===== config.mk =====
export PLATFORM = sky130hd
export DESIGN_NAME = twce_step
export DESIGN_NICKNAME = d
export VERILOG_FILES = /design/src/rtl/core/twce_pkg.sv /design/src/rtl/core/twce_step.sv
export SDC_FILE = /design/constraint.sdc
export NUM_CORES = 1
export LEC_CHECK = 0
export BUFFER_PORTS_ARGS = -buffer_cell sky130_fd_sc_hd__buf_2
export CAP_MARGIN = 20
export CORE_MARGIN = 8
export CORE_UTILIZATION = 57
export DETAILED_ROUTE_END_ITERATION = 16
export MAX_ROUTING_LAYER = met4
export PLACE_DENSITY = 0.91
export SYNTH_ARGS = -nofsm -noshare
export SYNTH_HDL_FRONTEND = slang
export SYNTH_SLANG_ARGS = --single-unit

===== constraint.sdc =====
create_clock -name vclk -period 15.1
set_input_delay 0.755 -clock vclk [all_inputs]
set_output_delay 0.755 -clock vclk [all_outputs]
set_load 0.05 [all_outputs]

===== src/rtl/core/twce_pkg.sv =====
package twce_pkg;

	localparam int unsigned ROW_W = 6;
	localparam int unsigned COL_W = 8;
	localparam int unsigned CHR_W = 8;
	localparam int unsigned CFG_DATA_W = 8;
	localparam int unsigned CFG_IDX_W = 2;

	localparam logic [COL_W-1:0] TAB_STEP = COL_W'(4);

	localparam logic [CHR_W-1:0] CH_LF    = 8'h0A;
	localparam logic [CHR_W-1:0] CH_CR    = 8'h0D;
	localparam logic [CHR_W-1:0] CH_HT    = 8'h09;
	localparam logic [CHR_W-1:0] CH_VT    = 8'h0B;
	localparam logic [CHR_W-1:0] CH_FF    = 8'h0C;
	localparam logic [CHR_W-1:0] CH_BS    = 8'h08;
	localparam logic [CHR_W-1:0] CH_SPACE = 8'h20;

	localparam logic [COL_W-1:0] LEFT_RST   = 8'd0;
	localparam logic [COL_W-1:0] RIGHT_RST  = 8'd79;
	localparam logic [ROW_W-1:0] BOTTOM_RST = 6'd24;

	typedef enum logic [CFG_IDX_W-1:0] {
		CFG_LEFT_COLUMN  = 2'd0,
		CFG_RIGHT_COLUMN = 2'd1,
		CFG_BOTTOM_ROW   = 2'd2
	} cfg_reg_t;

	typedef enum logic {
		REQ_CHAR   = 1'b0,
		REQ_SET    = 1'b1
	} req_kind_t;

	typedef struct packed {
		logic [COL_W-1:0] left_column;
		logic [COL_W-1:0] right_column;
		logic [ROW_W-1:0] bottom_row;
	} window_t;

	typedef struct packed {
		logic [ROW_W-1:0] row;
		logic [COL_W-1:0] column;
	} cursor_t;

	typedef struct packed {
		logic             write_enable;
		logic [ROW_W-1:0] write_row;
		logic [COL_W-1:0] write_column;
		logic [CHR_W-1:0] write_glyph;
		logic             scroll_request;
		cursor_t          cursor;
	} result_t;

endpackage


===== src/rtl/core/twce_step.sv =====
module twce_step
	import twce_pkg::*;
(
	input  logic             req_type,
	input  logic [CHR_W-1:0] char_code,
	input  logic [ROW_W-1:0] set_row,
	input  logic [COL_W-1:0] set_column,
	input  cursor_t          cursor,
	input  window_t          window,
	output result_t          result
);

	// one extra bit on each: a row can step twice, a column can run past 255
	logic [ROW_W:0] row;
	logic [COL_W:0] col;
	logic           we;
	logic [CHR_W-1:0] glyph;
	logic           scroll;
	logic [COL_W:0] left_w;

	always_comb begin
		left_w = {1'b0, window.left_column};
		row    = {1'b0, cursor.row};
		col    = {1'b0, cursor.column};
		we     = 1'b0;
		glyph  = '0;
		scroll = 1'b0;
		result = '0;

		if (req_kind_t'(req_type) == REQ_SET) begin
			row = {1'b0, set_row};
			col = {1'b0, set_column};
		end else begin
			unique case (char_code)
				CH_LF: begin
					col = left_w;
					row = row + 1'b1;
				end
				CH_CR: begin
					col = left_w;
				end
				CH_HT: begin
					col = col + {1'b0, TAB_STEP};
				end
				CH_VT: begin
					row = row + 1'b1;
				end
				CH_FF: begin
					row = row + 1'b1;
					col = left_w;
				end
				CH_BS: begin
					if (col <= left_w) begin
						col = left_w;
					end else begin
						col = col - 1'b1;
					end
					we    = 1'b1;
					glyph = CH_SPACE;
				end
				default: begin
					we    = 1'b1;
					glyph = char_code;
					col   = col + 1'b1;
				end
			endcase

			if (we) begin
				// the write lands before the column advance for glyphs
				result.write_row    = cursor.row;
				result.write_column = (char_code == CH_BS) ? col[COL_W-1:0] : cursor.column;
			end

			if (col > {1'b0, window.right_column}) begin
				col = left_w;
				row = row + 1'b1;
			end
			if (row > {1'b0, window.bottom_row}) begin
				scroll = 1'b1;
				col    = left_w;
				row    = {1'b0, window.bottom_row};
			end
		end

		result.write_enable   = we;
		result.write_glyph    = glyph;
		result.scroll_request = scroll;
		result.cursor.row     = row[ROW_W-1:0];
		result.cursor.column  = col[COL_W-1:0];
	end

endmodule


==> flow_metrics.py <==
metrics = {
    "global_route": {
        "grt_pass1_wl_mm": 14.63,
        "grt_max_degree": 28,
        "grt.total_usage_pct": 24.14,
        "grt_pass1_vias": 3037,
        "overflow": 0,
        "grt_antenna_before_repair": 0,
    },
    "cells_and_area": {
        "layout.cells.most_common_list": "97 x buf_2, 38 x inv_1, 34 x nor2_1",
        "fin_util_pct": 69.08,
        "layout_commonest_cell": "buf_2",
        "num_antenna_cells": 0,
        "clock_buffers": 0,
        "ff_latch_area_sq_um": 0,
        "area_delta_synth_final_pct": 17.27,
        "layout.nets": 563,
        "drive_gt1_share_pct": 23.26,
        "nFlopsAndLatches": 0,
        "final_cell_area_sq_mm": 0.003008,
    },
    "timing": {
        "finalSetupViolCount": 0,
        "fmax_mhz": 125.1,
        "period_share_pct": 52.95,
        "finalHoldViolCount": 0,
        "fin_crit_ns": 7.996,
        "tns_ns": 0,
        "holdWs_ns": 1.915,
        "fin_ws_ns": 7.104,
        "worst_pin_slew_ns": 0.8706,
        "relSlewSlack_pct": 40.46,
        "drv_slew": 0,
        "rsz0062_at_grt": "no",
    },
    "outcome": {
        "status": "complete, no violations",
    },
    "synth": {
        "synthCells": 399,
        "avgSynthCellArea_sq_um": 6.428,
        "synth_cell_types": 68,
        "syn_area_sq_mm": 0.002565,
        "yosysWarnings": 0,
        "syn_nets": 487,
        "ys_seq_area_share_pct": 0,
    },
    "die": {
        "die_w_um": 83.08,
        "placementRows": 24,
        "io_pins": 97,
        "dieArea_sq_mm": 0.006902,
        "die_y_um": 83.08,
        "initial_core_util_pct": 58.91,
        "core-area_sq_mm": 0.004354,
    },
    "power_and_ir_drop": {
        "ir_drop_mv": 0.02056,
        "powerDensity_mw_per_mm2": 42.11,
        "power.leakage_uw": 0.001431,
    },
    "critical_path": {
        "critPathLaunchType": "input port",
        "cp_cell_sequence": "buf_2 -> ha_1 -> a21oi_1 -> o21ai_0 -> o21ai_0 -> a21boi_0 -> nor2_1 -> a211oi_1 -> inv_1 -> ha_1 -> a211oi_1 -> o221ai_1 -> o21a_1 -> or3_1 -> o21ai_1 -> xor2_1 -> ha_1 -> a21o_1 -> a21o_1 -> o21ba_2 -> nor2_1 -> nand3_1 -> o211ai_1 -> buf_2",
        "crit_required_ns": 14.35,
        "path_common_cell": "ha_1",
        "critPathArrivalTime_ns": 7.24,
        "critPathMaxFanout": 12,
        "cpPeakStageDelay_ns": 0.52,
        "worstSetupPathType": "input port to output port",
        "cpMaxStageDelayCell": "o21ai_0",
        "cp-end-kind": "output port",
    },
    "placement": {
        "port-buffer-count": 97,
        "hpwl_mm": 7.300,
        "post-place-ws_ns": 7.299,
        "place_congestion": 0.9804,
        "place_area_sq_mm": 0.003000,
    },
    "hold_path": {
        "worstHoldEndpoint": "result[0]",
        "worstHoldPathCells": 4,
        "min_from": "set_column[0]",
        "min_path_type": "input port to output port",
    },
    "clock_tree": {
        "ctsHoldBuffers": 0,
        "cts_setup_buffers": 0,
        "cts_resized": 0,
    },
    "flow_run": {
        "max_cap_viol_count": 0,
    },
    "routing": {
        "totalWireLength_mm": 8.857,
        "drtPass1Iterations": 5,
        "viasPerCell": 6.227,
        "drtIter0Drc": 253,
        "drcViolationCount": 0,
        "wl_per_cell_um": 16.87,
        "vias": 3269,
        "ant_nets": 0,
    },
}
[critical path: cells and delay by family]
| family | cells | cell delay [ns] |
|---|---|---|
| compound gates | 13 | 3.45 |
| xor+xnor | 1 | 0.18 |
| simple gates | 4 | 1.42 |
| fa+ha+maj | 3 | 0.89 |
| buf+inv | 3 | 0.54 |
[final cells by class]
cell class / instances / area (sq um)
Inverter: 39 / 146.4
Timing Repair Buffer: 98 / 493.0
Fill cell: 398 / 1346
Multi-Input combinational cell: 336 / 2303
Tap cell: 52 / 65.06
[worst max path at each step]
stage                from   endpoint  slack [ns]  depth (start not counted)
2_1_floorplan  window[21]  result[0]        7.77                         23
3_3_place_gp    cursor[5]  result[6]        7.37                         24
3_5_place_dp    cursor[5]  result[6]        7.30                         24
4_1_cts         cursor[5]  result[3]        7.26                         24
5_1_grt         cursor[5]  result[5]        6.65                         25
6_report        cursor[5]  result[4]        7.10                         24
[cells in the mapped netlist, types with 3 or more instances]
| cell | count | area [sq um] |
|---|---|---|
| o221ai_1 | 3 | 26.28 |
| xor2_1 | 12 | 105.1 |
| a211oi_1 | 6 | 45.04 |
| nand2_1 | 29 | 108.9 |
| nor2b_1 | 10 | 62.56 |
| o22ai_1 | 5 | 31.28 |
| nor2_1 | 34 | 127.6 |
| o2111ai_1 | 4 | 35.03 |
| buf_4 | 4 | 30.03 |
| nor4_1 | 3 | 18.77 |
| and2_1 | 9 | 56.30 |
| o211ai_1 | 14 | 105.1 |
| o21ai_1 | 4 | 20.02 |
| nand4_1 | 6 | 37.54 |
| o21a_1 | 5 | 37.54 |
| mux2i_1 | 3 | 30.03 |
| nor3_1 | 14 | 70.07 |
| a2111oi_0 | 3 | 26.28 |
| a31oi_1 | 3 | 18.77 |
| a21oi_1 | 31 | 155.2 |
| ha_1 | 29 | 362.9 |
| or3_1 | 9 | 56.30 |
| o31ai_1 | 7 | 52.55 |
| clkbuf_1 | 16 | 60.06 |
| inv_1 | 38 | 142.6 |
| and3_1 | 4 | 25.02 |
| xnor2_1 | 10 | 87.58 |
| o21ai_0 | 15 | 75.07 |
| a21boi_0 | 4 | 30.03 |
| nand3_1 | 14 | 70.07 |
[per-layer routing]
metal  global-route usage (%)  share of wire (%)  vias up
li1                         -                  -     1624
met1                    33.26                 46     1448
met2                    37.13                 43      185
met3                    3.320                9.5       12
met4                    3.035                1.1        0
met5                        -                  0        -
[cell families after synthesis]
kind of cell / after synthesis / share of synthesized area, %
AND/OR/NAND/NOR: 150 / 30.78
AO/OA/AOI/OAI: 132 / 36.20
buffers and inverters: 63 / 10.20
adder cells (fa/ha/maj): 29 / 14.15
XOR/XNOR: 22 / 7.512
multiplexers: 3 / 1.171
[report_power, final]
group / internal, uW / switching [uW]
clock network: 0 / 0
registers: 0 / 0
logic: 39.5 / 87.1
total: 39.5 / 87.1
[through the flow]
step / power, uW / instances
floorplan: 92.92 / 399
global placement: 123.1 / 524
detailed placement: 124.6 / 524
CTS: 125.1 / 524
global route: 136.7 / 525
finish: 126.6 / 525
(Power assumes the default switching activity.)
